$ cat config.mk
export PLATFORM = sky130hd
export DESIGN_NAME = first_fit_block_allocator
export DESIGN_NICKNAME = d
export VERILOG_FILES = /design/src/rtl/ffba_pkg.sv /design/src/rtl/first_fit_block_allocator.sv /design/src/rtl/ffba_ctrl.sv /design/src/rtl/ffba_dp.sv
export SDC_FILE = /design/constraint.sdc
export NUM_CORES = 2
export LEC_CHECK = 0
export BUFFER_PORTS_ARGS = -buffer_cell sky130_fd_sc_hd__buf_4
export CAP_MARGIN = 20
export CORE_MARGIN = 5
export CORE_UTILIZATION = 55
export DETAILED_ROUTE_END_ITERATION = 7
export GPL_TIMING_DRIVEN = 0
export PLACE_DENSITY = 0.72
export SLEW_MARGIN = 20
export SYNTH_ARGS = -nofsm -noshare
export SYNTH_HDL_FRONTEND = slang
export SYNTH_SLANG_ARGS = --single-unit
$ cat constraint.sdc
create_clock -name clk_i -period 6.3 [get_ports clk_i]
set_clock_uncertainty 0.15 [all_clocks]
set_input_delay 1.26 -clock clk_i [delete_from_list [all_inputs] [get_ports clk_i]]
set_output_delay 1.26 -clock clk_i [all_outputs]
set_load 0.05 [all_outputs]
$ cat src/rtl/ffba_pkg.sv
`default_nettype none

package ffba_pkg;

  localparam int unsigned BlockCountDef = 128;
  localparam int unsigned BlockBytesDef = 512;
  localparam logic [31:0] PoolBaseRst   = 32'h0020_0000;

  localparam logic       ACT_ALLOC = 1'b0;
  localparam logic       ACT_FREE  = 1'b1;

  localparam logic [1:0] ST_OK            = 2'd0;
  localparam logic [1:0] ST_NO_SPACE      = 2'd1;
  localparam logic [1:0] ST_ZERO_SIZE     = 2'd2;
  localparam logic [1:0] ST_NOT_ALLOCATED = 2'd3;

  typedef struct packed {
    logic        action;
    logic [16:0] size_bytes;
    logic [31:0] free_address;
  } req_t;

  typedef struct packed {
    logic [1:0]  status;
    logic [31:0] granted_address;
    logic [7:0]  granted_blocks;
  } rsp_t;

  typedef struct packed {
    logic       load;
    logic       step;
    logic       hit_alloc;
    logic       lookup;
    logic       mark_step;
    logic       clear_step;
    logic       rsp_load;
    logic [1:0] rsp_status;
  } dp_cmd_t;

  typedef struct packed {
    logic is_free;
    logic size_zero;
    logic alloc_hit;
    logic free_match;
    logic entry_live;
    logic at_last;
    logic rem_last;
  } dp_sts_t;

endpackage

`default_nettype wire

$ cat src/rtl/first_fit_block_allocator.sv
// Allocate loads the request, scans up to BLOCK_COUNT blocks for a run, claims its blocks
// and loads the result; free loads, scans, reads the run length, clears the run, responds.
// Throughput: one request in flight; the block-use walk, one entry a cycle, sets the rate.
// A new request is taken while the last result beat still waits in the output register.
// Reset (rst_ni low, asynchronous) empties the pool at once and sets pool_base to 0x200000.
`default_nettype none

module first_fit_block_allocator
  import ffba_pkg::*;
#(
  parameter int unsigned BLOCK_COUNT = BlockCountDef,
  parameter int unsigned BLOCK_BYTES = BlockBytesDef
) (
  input  wire logic        clk_i,
  input  wire logic        rst_ni,
  input  wire logic        cfg_valid_i,
  output logic             cfg_ready_o,
  input  wire logic [31:0] cfg_data_i,
  input  wire logic        in_valid_i,
  output logic             in_ready_o,
  input  wire req_t        in_data_i,
  output logic             out_valid_o,
  input  wire logic        out_ready_i,
  output rsp_t             out_data_o
);

  dp_cmd_t cmd;
  dp_sts_t sts;

  assign cfg_ready_o = 1'b1;

  ffba_ctrl u_ctrl (
    .clk_i       (clk_i),
    .rst_ni      (rst_ni),
    .in_valid_i  (in_valid_i),
    .in_ready_o  (in_ready_o),
    .out_valid_o (out_valid_o),
    .out_ready_i (out_ready_i),
    .sts_i       (sts),
    .cmd_o       (cmd)
  );

  ffba_dp #(
    .BLOCK_COUNT (BLOCK_COUNT),
    .BLOCK_BYTES (BLOCK_BYTES)
  ) u_dp (
    .clk_i       (clk_i),
    .rst_ni      (rst_ni),
    .cfg_valid_i (cfg_valid_i),
    .cfg_data_i  (cfg_data_i),
    .in_data_i   (in_data_i),
    .out_data_o  (out_data_o),
    .cmd_i       (cmd),
    .sts_o       (sts)
  );

endmodule

`default_nettype wire

$ cat src/rtl/ffba_ctrl.sv
`default_nettype none

module ffba_ctrl
  import ffba_pkg::*;
(
  input  wire logic    clk_i,
  input  wire logic    rst_ni,
  input  wire logic    in_valid_i,
  output logic         in_ready_o,
  output logic         out_valid_o,
  input  wire logic    out_ready_i,
  input  wire dp_sts_t sts_i,
  output dp_cmd_t      cmd_o
);

  typedef enum logic [2:0] {
    S_IDLE,
    S_SCAN,
    S_LOOKUP,
    S_MARK,
    S_CLEAR,
    S_RESP
  } state_e;

  state_e     state_q;
  logic       out_valid_q;
  logic [1:0] st_q;

  assign in_ready_o  = (state_q == S_IDLE);
  assign out_valid_o = out_valid_q;

  always_comb begin
    cmd_o            = '0;
    cmd_o.rsp_status = st_q;
    case (state_q)
      S_IDLE: begin
        cmd_o.load = in_valid_i;
      end
      S_SCAN: begin
        if (!sts_i.is_free && sts_i.size_zero) begin
          cmd_o.step = 1'b0;
        end else if (!sts_i.is_free && sts_i.alloc_hit) begin
          cmd_o.hit_alloc = 1'b1;
        end else if (sts_i.is_free && sts_i.free_match) begin
          cmd_o.step = 1'b0;
        end else if (!sts_i.at_last) begin
          cmd_o.step = 1'b1;
        end
      end
      S_LOOKUP: begin
        cmd_o.lookup = 1'b1;
      end
      S_MARK: begin
        cmd_o.mark_step = 1'b1;
      end
      S_CLEAR: begin
        cmd_o.clear_step = 1'b1;
      end
      S_RESP: begin
        cmd_o.rsp_load = !out_valid_q || out_ready_i;
      end
      default: begin
        cmd_o = '0;
      end
    endcase
  end

  always_ff @(posedge clk_i or negedge rst_ni) begin
    if (!rst_ni) begin
      state_q     <= S_IDLE;
      out_valid_q <= 1'b0;
      st_q        <= ST_OK;
    end else begin
      if ((state_q == S_RESP) && (!out_valid_q || out_ready_i)) begin
        out_valid_q <= 1'b1;
      end else if (out_valid_q && out_ready_i) begin
        out_valid_q <= 1'b0;
      end
      case (state_q)
        S_IDLE: begin
          if (in_valid_i) begin
            state_q <= S_SCAN;
          end
        end
        S_SCAN: begin
          if (!sts_i.is_free && sts_i.size_zero) begin
            st_q    <= ST_ZERO_SIZE;
            state_q <= S_RESP;
          end else if (!sts_i.is_free && sts_i.alloc_hit) begin
            state_q <= S_MARK;
          end else if (sts_i.is_free && sts_i.free_match) begin
            if (sts_i.entry_live) begin
              state_q <= S_LOOKUP;
            end else begin
              st_q    <= ST_NOT_ALLOCATED;
              state_q <= S_RESP;
            end
          end else if (sts_i.at_last) begin
            st_q    <= sts_i.is_free ? ST_NOT_ALLOCATED : ST_NO_SPACE;
            state_q <= S_RESP;
          end
        end
        S_LOOKUP: begin
          state_q <= S_CLEAR;
        end
        S_MARK, S_CLEAR: begin
          if (sts_i.rem_last) begin
            st_q    <= ST_OK;
            state_q <= S_RESP;
          end
        end
        S_RESP: begin
          if (!out_valid_q || out_ready_i) begin
            state_q <= S_IDLE;
          end
        end
        default: begin
          state_q <= S_IDLE;
        end
      endcase
    end
  end

  a_busy_after_accept: assert property (@(posedge clk_i) disable iff (!rst_ni)
    (in_valid_i && in_ready_o) |=> !in_ready_o)
    else $error("request accepted while idle did not start work");

  a_resp_waits_for_slot: assert property (@(posedge clk_i) disable iff (!rst_ni)
    cmd_o.rsp_load |-> (!out_valid_q || out_ready_i))
    else $error("result beat overwritten before it was taken");

  a_one_walk_cmd: assert property (@(posedge clk_i) disable iff (!rst_ni)
    $onehot0({cmd_o.load, cmd_o.step, cmd_o.hit_alloc, cmd_o.lookup,
              cmd_o.mark_step, cmd_o.clear_step, cmd_o.rsp_load}))
    else $error("more than one datapath command at once");

endmodule

`default_nettype wire

$ cat src/rtl/ffba_dp.sv
`default_nettype none

module ffba_dp
  import ffba_pkg::*;
#(
  parameter int unsigned BLOCK_COUNT = BlockCountDef,
  parameter int unsigned BLOCK_BYTES = BlockBytesDef
) (
  input  wire logic        clk_i,
  input  wire logic        rst_ni,
  input  wire logic        cfg_valid_i,
  input  wire logic [31:0] cfg_data_i,
  input  wire req_t        in_data_i,
  output rsp_t             out_data_o,
  input  wire dp_cmd_t     cmd_i,
  output dp_sts_t          sts_o
);

  localparam int unsigned IW   = $clog2(BLOCK_COUNT);
  localparam int unsigned CW   = $clog2(BLOCK_COUNT + 1);
  localparam int unsigned BW   = $clog2(BLOCK_COUNT * BLOCK_BYTES + 1);
  localparam int unsigned CMPW = (BW > 17) ? BW : 17;

  logic [31:0]            pool_base_q;
  logic [BLOCK_COUNT-1:0] used_q;
  logic [BLOCK_COUNT-1:0] head_q;
  logic [CW-1:0]          run_len_mem [BLOCK_COUNT];
  logic [CW-1:0]          rd_q;

  req_t          req_q;
  rsp_t          rsp_q;
  logic [IW-1:0] idx_q;
  logic [IW-1:0] cur_q;
  logic [IW-1:0] start_q;
  logic [31:0]   addr_q;
  logic [31:0]   run_addr_q;
  logic [31:0]   grant_addr_q;
  logic [CW-1:0] run_cnt_q;
  logic [BW-1:0] run_bytes_q;
  logic [CW-1:0] len_q;
  logic [CW-1:0] rem_q;

  logic          free_now;
  logic [CW-1:0] cnt_n;
  logic [BW-1:0] bytes_n;
  logic          rsp_ok;

  assign free_now = !used_q[idx_q];
  assign cnt_n    = free_now ? run_cnt_q + CW'(1) : '0;
  assign bytes_n  = free_now ? run_bytes_q + BW'(BLOCK_BYTES) : '0;

  assign sts_o.is_free    = (req_q.action == ACT_FREE);
  assign sts_o.size_zero  = (req_q.size_bytes == '0);
  assign sts_o.alloc_hit  = free_now && (CMPW'(bytes_n) >= CMPW'(req_q.size_bytes));
  assign sts_o.free_match = (addr_q == req_q.free_address);
  assign sts_o.entry_live = used_q[idx_q] && head_q[idx_q];
  assign sts_o.at_last    = (idx_q == IW'(BLOCK_COUNT - 1));
  assign sts_o.rem_last   = (rem_q == CW'(1));

  assign rsp_ok     = (cmd_i.rsp_status == ST_OK);
  assign out_data_o = rsp_q;

  always_ff @(posedge clk_i or negedge rst_ni) begin
    if (!rst_ni) begin
      pool_base_q <= PoolBaseRst;
      used_q      <= '0;
      head_q      <= '0;
    end else begin
      if (cfg_valid_i) begin
        pool_base_q <= cfg_data_i;
      end
      if (cmd_i.mark_step) begin
        used_q[cur_q] <= 1'b1;
        head_q[cur_q] <= (cur_q == start_q);
      end else if (cmd_i.clear_step) begin
        used_q[cur_q] <= 1'b0;
        head_q[cur_q] <= 1'b0;
      end
    end
  end

  always_ff @(posedge clk_i) begin
    if (cmd_i.mark_step && (cur_q == start_q)) begin
      run_len_mem[cur_q] <= len_q;
    end
    rd_q <= run_len_mem[idx_q];
  end

  always_ff @(posedge clk_i) begin
    if (cmd_i.load) begin
      req_q       <= in_data_i;
      idx_q       <= '0;
      addr_q      <= pool_base_q;
      run_addr_q  <= pool_base_q;
      run_cnt_q   <= '0;
      run_bytes_q <= '0;
    end
    if (cmd_i.step) begin
      idx_q       <= idx_q + IW'(1);
      addr_q      <= addr_q + 32'(BLOCK_BYTES);
      run_cnt_q   <= cnt_n;
      run_bytes_q <= bytes_n;
      if (!free_now) begin
        run_addr_q <= addr_q + 32'(BLOCK_BYTES);
      end
    end
    if (cmd_i.hit_alloc) begin
      start_q      <= idx_q - IW'(run_cnt_q);
      cur_q        <= idx_q - IW'(run_cnt_q);
      len_q        <= cnt_n;
      rem_q        <= cnt_n;
      grant_addr_q <= run_addr_q;
    end
    if (cmd_i.lookup) begin
      cur_q <= idx_q;
      len_q <= rd_q;
      rem_q <= rd_q;
    end
    if (cmd_i.mark_step || cmd_i.clear_step) begin
      cur_q <= cur_q + IW'(1);
      rem_q <= rem_q - CW'(1);
    end
    if (cmd_i.rsp_load) begin
      rsp_q.status          <= cmd_i.rsp_status;
      rsp_q.granted_address <= (rsp_ok && (req_q.action == ACT_ALLOC)) ? grant_addr_q : '0;
      rsp_q.granted_blocks  <= rsp_ok ? 8'(len_q) : '0;
    end
  end

  a_mark_free_only: assert property (@(posedge clk_i) disable iff (!rst_ni)
    cmd_i.mark_step |-> !used_q[cur_q])
    else $error("claim marks a block that is already in use");

  a_clear_used_only: assert property (@(posedge clk_i) disable iff (!rst_ni)
    cmd_i.clear_step |-> used_q[cur_q])
    else $error("release clears a block that is not in use");

  a_live_len_nonzero: assert property (@(posedge clk_i) disable iff (!rst_ni)
    cmd_i.lookup |-> (rd_q != '0))
    else $error("live run head holds a zero length");

  a_ok_has_blocks: assert property (@(posedge clk_i) disable iff (!rst_ni)
    (cmd_i.rsp_load && rsp_ok) |-> (len_q != '0))
    else $error("successful result carries no blocks");

endmodule

`default_nettype wire
Word level (Yosys, flattened, before mapping)
Memory sizes are Yosys's and may differ from the RTL's. A register that Yosys moved wholly into a read port is not among the register bits.
Index checks and enable logic that the tools add are counted.
- bits in writable memories: 1024
- word-level logic and storage cells: 147
- output and inout bits: 45
- memories: 1
- register bits after elaboration: 544
- memory list (name ; words ; bits a word ; read ports ; clocked after Yosys merged registers in ; wr ports ; RTL line ; source):
    u_dp.run_len_mem ; 128 ; 8 ; 1 ; 1 ; 1 ; ffba_dp.sv:27 ; logic [CW-1:0] run_len_mem [BLOCK_COUNT];
- reductions and logical operators: 28
- mux-type cells: 64
- $add $sub $neg: 7
- order comparisons: 4
- equality and inequality tests: 16
- bitwise gates (word level): 5
- operators with widths (kind ; number):
    128-bit two-way mux ; 4
    128-bit AND ; 2
    32-bit two-way mux ; 5
    128-bit bitwise mux ; 1
    128-bit inverter ; 1
    128-bit OR ; 1
    17-bit two-way mux ; 3
    8-bit two-way mux ; 6
    7-bit two-way mux ; 5
    32-bit by 10-bit adder with 32-bit output (second input constant) ; 1
    32-bit == test ; 1
    3-bit two-way mux ; 8
    1-bit two-way mux ; 18
    2-bit two-way mux ; 9
    17-bit by 10-bit adder with 17-bit output (second input constant) ; 1
    17-bit >= comparator ; 1
    17-bit logical NOT ; 1
    7-bit by 8-bit < comparator with 1-bit output (second input constant) ; 2
    3-bit one-hot mux with 5 select lines ; 1
    7-bit by 1-bit adder with 7-bit output (second input constant) ; 2
    1-bit binary-select mux with 7-bit select ; 2
    1-bit logical AND ; 10
    2-bit nonzero test ; 5
    8-bit by 1-bit adder with 8-bit output (second input constant) ; 1
    27 further kinds ; 33

Logic depth before layout (Yosys ltp)
- depth in word-level cells: 12
- gate-level depth with buffers: 23

Modules after synthesis
Synthesis repeated with hierarchy kept, for this count alone.
- cells, all modules: 3835
- area total of the unflattened synthesis: 65306.4 um2
- by module, submodules not included (module ; area an instance (um2) ; cells each ; instances):
    ffba_dp ; 64803.4 ; 3777 ; 1
    ffba_ctrl ; 491.7 ; 56 ; 1
    first_fit_block_allocator ; 11.3 ; 2 ; 1

Least setup slack after synthesis
No wires, ideal clock.
- kind: register -> register
- start: reg u_dp.idx_q[0]
- end: reg u_dp.cur_q[0] (enable)
- slack: -0.216 ns
- clock period less this slack: 6.516 ns
- setup time: 0.368 ns
- path buffers: 7
- data required time: 5.782 ns
- arrival time: 5.998 ns
- cell stages (with the launch flop): 21
- cells stage by stage: edfxtp_1 -> buf_6 -> buf_12 -> buf_6 -> buf_4 -> buf_4 -> mux2i_1 -> a22oi_1 -> nand3_1 -> nand3_1 -> o22a_1 -> buf_2 -> clkbuf_1 -> nor2_1 -> ha_1 -> nand4_1 -> nor3_1 -> a221oi_1 -> a2bb2oi_1 -> nor4_2 -> or3_1
- RTL lines (item ; RTL line ; source):
    start: declaration ; ffba_dp.sv:32 ; logic [IW-1:0] idx_q;
    start signal: assignment ; ffba_dp.sv:99 ; idx_q <= idx_q + IW'(1);
    end signal: assignment ; ffba_dp.sv:109 ; cur_q <= idx_q - IW'(run_cnt_q);
    end signal: assignment ; ffba_dp.sv:115 ; cur_q <= idx_q;
    end signal: assignment ; ffba_dp.sv:120 ; cur_q <= cur_q + IW'(1);
    end: declaration ; ffba_dp.sv:33 ; logic [IW-1:0] cur_q;

==> results.json <==
{
  "path_class": "flip-flop to flip-flop",
  "slew_headroom": 0.2063,
  "period_minus_slack_ns": 6.166,
  "synthesis.area_per_instance_um2": 17.01,
  "grt_pass1_vias": 37610,
  "violations": "design-rule violations",
  "htreeDepth": 4,
  "post-dp-hpwl_um": 123800,
  "row_count": 126,
  "vdd_ir_drop_max_mv": 0.3422,
  "firstDrtPassIters": 8,
  "yosysTopAreaCellShare": 0.5740,
  "synthArstFlopShare": 0.1865,
  "synth_cell_types": 75,
  "clkPwrFrac": 0.272,
  "slew_viol_final": 0,
  "clock_sinks": 1576,
  "worstPathRequired_ns": 6.64,
  "end_kind": "flip-flop",
  "dp_cells": 5543,
  "clock_path_buffers": 3,
  "post-place-ws_ns": -0.9260,
  "vias": 37740,
  "cts_root_buffer": "clkbuf_16",
  "via_per_inst": 6.457,
  "clk-insertion-delay-late_ns": 0.79,
  "fin_nets": 4292,
  "core_mm2": 0.1178,
  "drv_cap": 0,
  "ys_top_cells_by_area": "edfxtp_1 (57%), mux4_2 (13%), dfrtp_1 (11%), o21ai_0 (3.1%), nand2_1 (1.5%)",
  "numCtsBuffers": 159,
  "synthFlopType": "edfxtp_1",
  "drc_errors": 1,
  "cp.arrival_ns": 6.51,
  "synth_nets": 3937,
  "finalCritPeriodShare": 0.9788,
  "final.setup.tns_ns": 0,
  "gp_congestion": 0.9865,
  "combPwrFrac": 0.341,
  "rsz0062_at_grt": "false",
  "fmax_mhz": 162.2,
  "start_util": 0.5517,
  "numPortBuffers": 129,
  "stdcell_count": 5845,
  "p_int_w": 0.02230,
  "dieArea_mm2": 0.1251,
  "placed_area_mm2": 0.06883,
  "worst-path-max-fanout": 15,
  "synth-seq-cells": 1576,
  "path_clk_slew_ns": 0.06,
  "power.density_mw_per_mm2": 461.1,
  "finalHoldViolations": 0,
  "grt_pass1_wl_um": 258200,
  "worst_slew_pin_slew_ns": 1.181,
  "die_h_um": 353.7,
  "worst_slack_ns": 0.1338,
  "seq_area_frac_synth": 0.6996,
  "area_delta_synth_final_pct": 14.00,
  "final_layout_size_suffix_gt1_frac": 0.2187,
  "stdcell_area_mm2": 0.07407,
  "grt_usage": 0.2831,
  "p_switching_w": 0.01186,
  "setup_viol_count_final": 0,
  "syn_area_mm2": 0.06498,
  "r2r_slack_ns": 0.13,
  "yosysTopAreaCell": "edfxtp_1",
  "cts_hold_buf": 0,
  "io_pins": 132,
  "leakagePower_nw": 25.87,
  "start_kind": "flip-flop",
  "antenna_found_initial": 2,
  "dieWidth_um": 353.7,
  "hold_class": "input pin to asynchronous set/reset pin",
  "wl_per_cell_um": 30.34,
  "switching_share": 0.3471,
  "wl_um": 177400,
  "cts_tree": "done",
  "synth-edff-count": 1242,
  "power_frac_seq": 0.387,
  "status": "finished, violations left",
  "final_antenna_net_count": 0,
  "yosysWarnings": 0,
  "grt_max_degree": 91,
  "grt.overflow.total": 0,
  "netlist_instances": 3819,
  "drtIter0Drc": 4891
}
## final timing paths
path / startpoint / to / cells after the start
max: u_dp.idx_q[1]$_SDFFCE_PN0P_ / u_dp.rem_q[7]$_DFFE_PP_ / 20
min: rst_ni / u_dp.pool_base_q[19]$_DFFE_PN0P_ / 1
max reg2reg: u_dp.idx_q[1]$_SDFFCE_PN0P_ / u_dp.rem_q[7]$_DFFE_PP_ / 20
min reg2reg: u_dp.run_addr_q[30]$_DFF_P_ / u_dp.grant_addr_q[30]$_DFFE_PP_ / 0
max in group asynchronous: rst_ni / u_dp.head_q[64]$_DFFE_PN0P_ / 4
min in group clk_i: u_dp.run_addr_q[30]$_DFF_P_ / u_dp.grant_addr_q[30]$_DFFE_PP_ / 0
## logic make-up (layout without fill, tap and decap cells)
family / Yosys count / count (layout) / share of synthesized area
DFF: 1576 / 1576 / 0.6996
muxes: 482 / 482 / 0.1501
and+or+nand+nor: 683 / 683 / 0.04814
other: 1 / 3 / 0.00005771
xor gates and xnor gates: 93 / 93 / 0.01254
buffers and inverters: 268 / 756 / 0.01770
AOI/OAI and AO/OA: 606 / 606 / 0.05365
adders and majority gates: 110 / 110 / 0.01826
## synth_stat cells, types with 17 or more instances
cell type,n
dfrtp_1,293
nand2_1,251
o21ai_0,396
and2_1,76
mux4_2,371
xnor2_1,59
a21oi_1,36
buf_2,46
a211oi_1,28
clkbuf_1,154
a21o_1,89
xor2_1,34
nand3_1,36
nor3_1,26
mux2_2,47
mux2i_1,50
dfxtp_1,40
nor2_1,192
inv_1,34
buf_1,17
maj3_1,79
ha_1,30
nor2b_1,32
edfxtp_1,1242
## state kept, by name, summed over array words and instances, names as in the netlist, 8 cells and up, named ones only
signal and cells:
u_dp.run_len_mem 1024, u_dp.head_q 128, u_dp.req_q 49, u_dp.out_data_o 42, u_dp.addr_q 32, u_dp.grant_addr_q 32, u_dp.pool_base_q 32, u_dp.run_addr_q 32
u_dp.run_bytes_q 17, u_dp.len_q 8, u_dp.rd_q 8, u_dp.rem_q 8, u_dp.run_cnt_q 8
## layout by cell type, fill, tap and decap left out, types with 11 or more instances in the layout
master     Yosys  routed
buf_2         46      44
clkbuf_2       1      14
xnor2_1       59      59
o21ai_0      396     396
clkinv_1       1      23
clkbuf_1     154     190
and3_1        13      12
clkinv_2       0      28
clkbuf_16      0     163
mux2i_1       50      50
maj3_1        79      79
nor2b_1       32      32
a21oi_1       36      36
inv_1         34      34
nor2_1       192     187
a211oi_1      28      28
buf_6          2      11
dfxtp_1       40      40
mux4_2       371     371
dfrtp_1      293     293
ha_1          30      30
nand3_1       36      35
buf_8          0      43
nor3_1        26      25
buf_1         17      14
xor2_1        34      34
mux4_1        14      14
nand2_1      251     251
nand4_1       13      13
clkbuf_8       0      11
mux2_2        47      47
buf_4         10     147
edfxtp_1    1242    1242
and2_1        76      76
a21o_1        89      89
## per-stage QoR
step	utilization	hold WS [ns]	power [W]
2_1_floorplan	-	0.2505	0.02026
3_3_place_gp	0.5764	0.2580	0.02441
3_5_place_dp	0.5845	0.2600	0.02477
4_1_cts	0.6283	0.1583	0.03407
5_1_grt	0.6290	0.1941	0.03531
6_report	0.6290	0.2058	0.03416
## layout make-up
class | instances | area [um2]
Timing Repair Buffer | 194 | 1931
Tap cell | 1536 | 1922
Clock buffer | 222 | 4410
Sequential cell | 1576 | 45450
Fill cell | 8209 | 43690
Multi-Input combinational cell | 1975 | 18480
Clock inverter | 72 | 685.7
Antenna cell | 2 | 5.005
Buffer | 232 | 1051
Inverter | 36 | 136.4
## power by group through the flow
stage	clock network [W]	logic, W	registers [W]
global placement	0	0.0106	0.0139
detailed placement	0	0.0114	0.0134
floorplan	0	0.00651	0.0137
CTS	0.00938	0.0115	0.0132
finish	0.00930	0.0116	0.0132
global route	0.00986	0.0122	0.0133
## timing repair
action	in CTS	in global routing
buffers inserted	2	1
endpoints found under the setup margin	185	86
pin swaps	0	0
endpoints found under the hold margin	0	0
resized for setup	13	10
## per-layer routing
layer | wire length (um) | vias to the layer above | global-route usage
li1 | - | 15670 | -
met1 | 68910 | 19520 | 0.3927
met2 | 83050 | 2100 | 0.4389
met3 | 17240 | 459 | 0.06996
met4 | 8157 | 2 | 0.1127
met5 | 7 | - | 0
## worst max-delay path, stage by stage (launching register included)
cell and delay (ns):
edfxtp_1 0.40, buf_4 0.30, clkbuf_2 0.47, mux4_1 0.39, mux2_2 0.32, a22oi_1 0.33, nand3_2 0.20, o22ai_4 0.27
clkbuf_4 0.26, buf_2 0.23, and2_1 0.18, ha_1 0.25, a21o_1 0.16, a21o_1 0.17, a211o_1 0.30, a221oi_1 0.33
a2bb2oi_2 0.25, buf_4 0.16, nor4_4 0.05, buf_6 0.20, or3_4 0.46
Note: power is estimated with default switching activity, not from simulation.
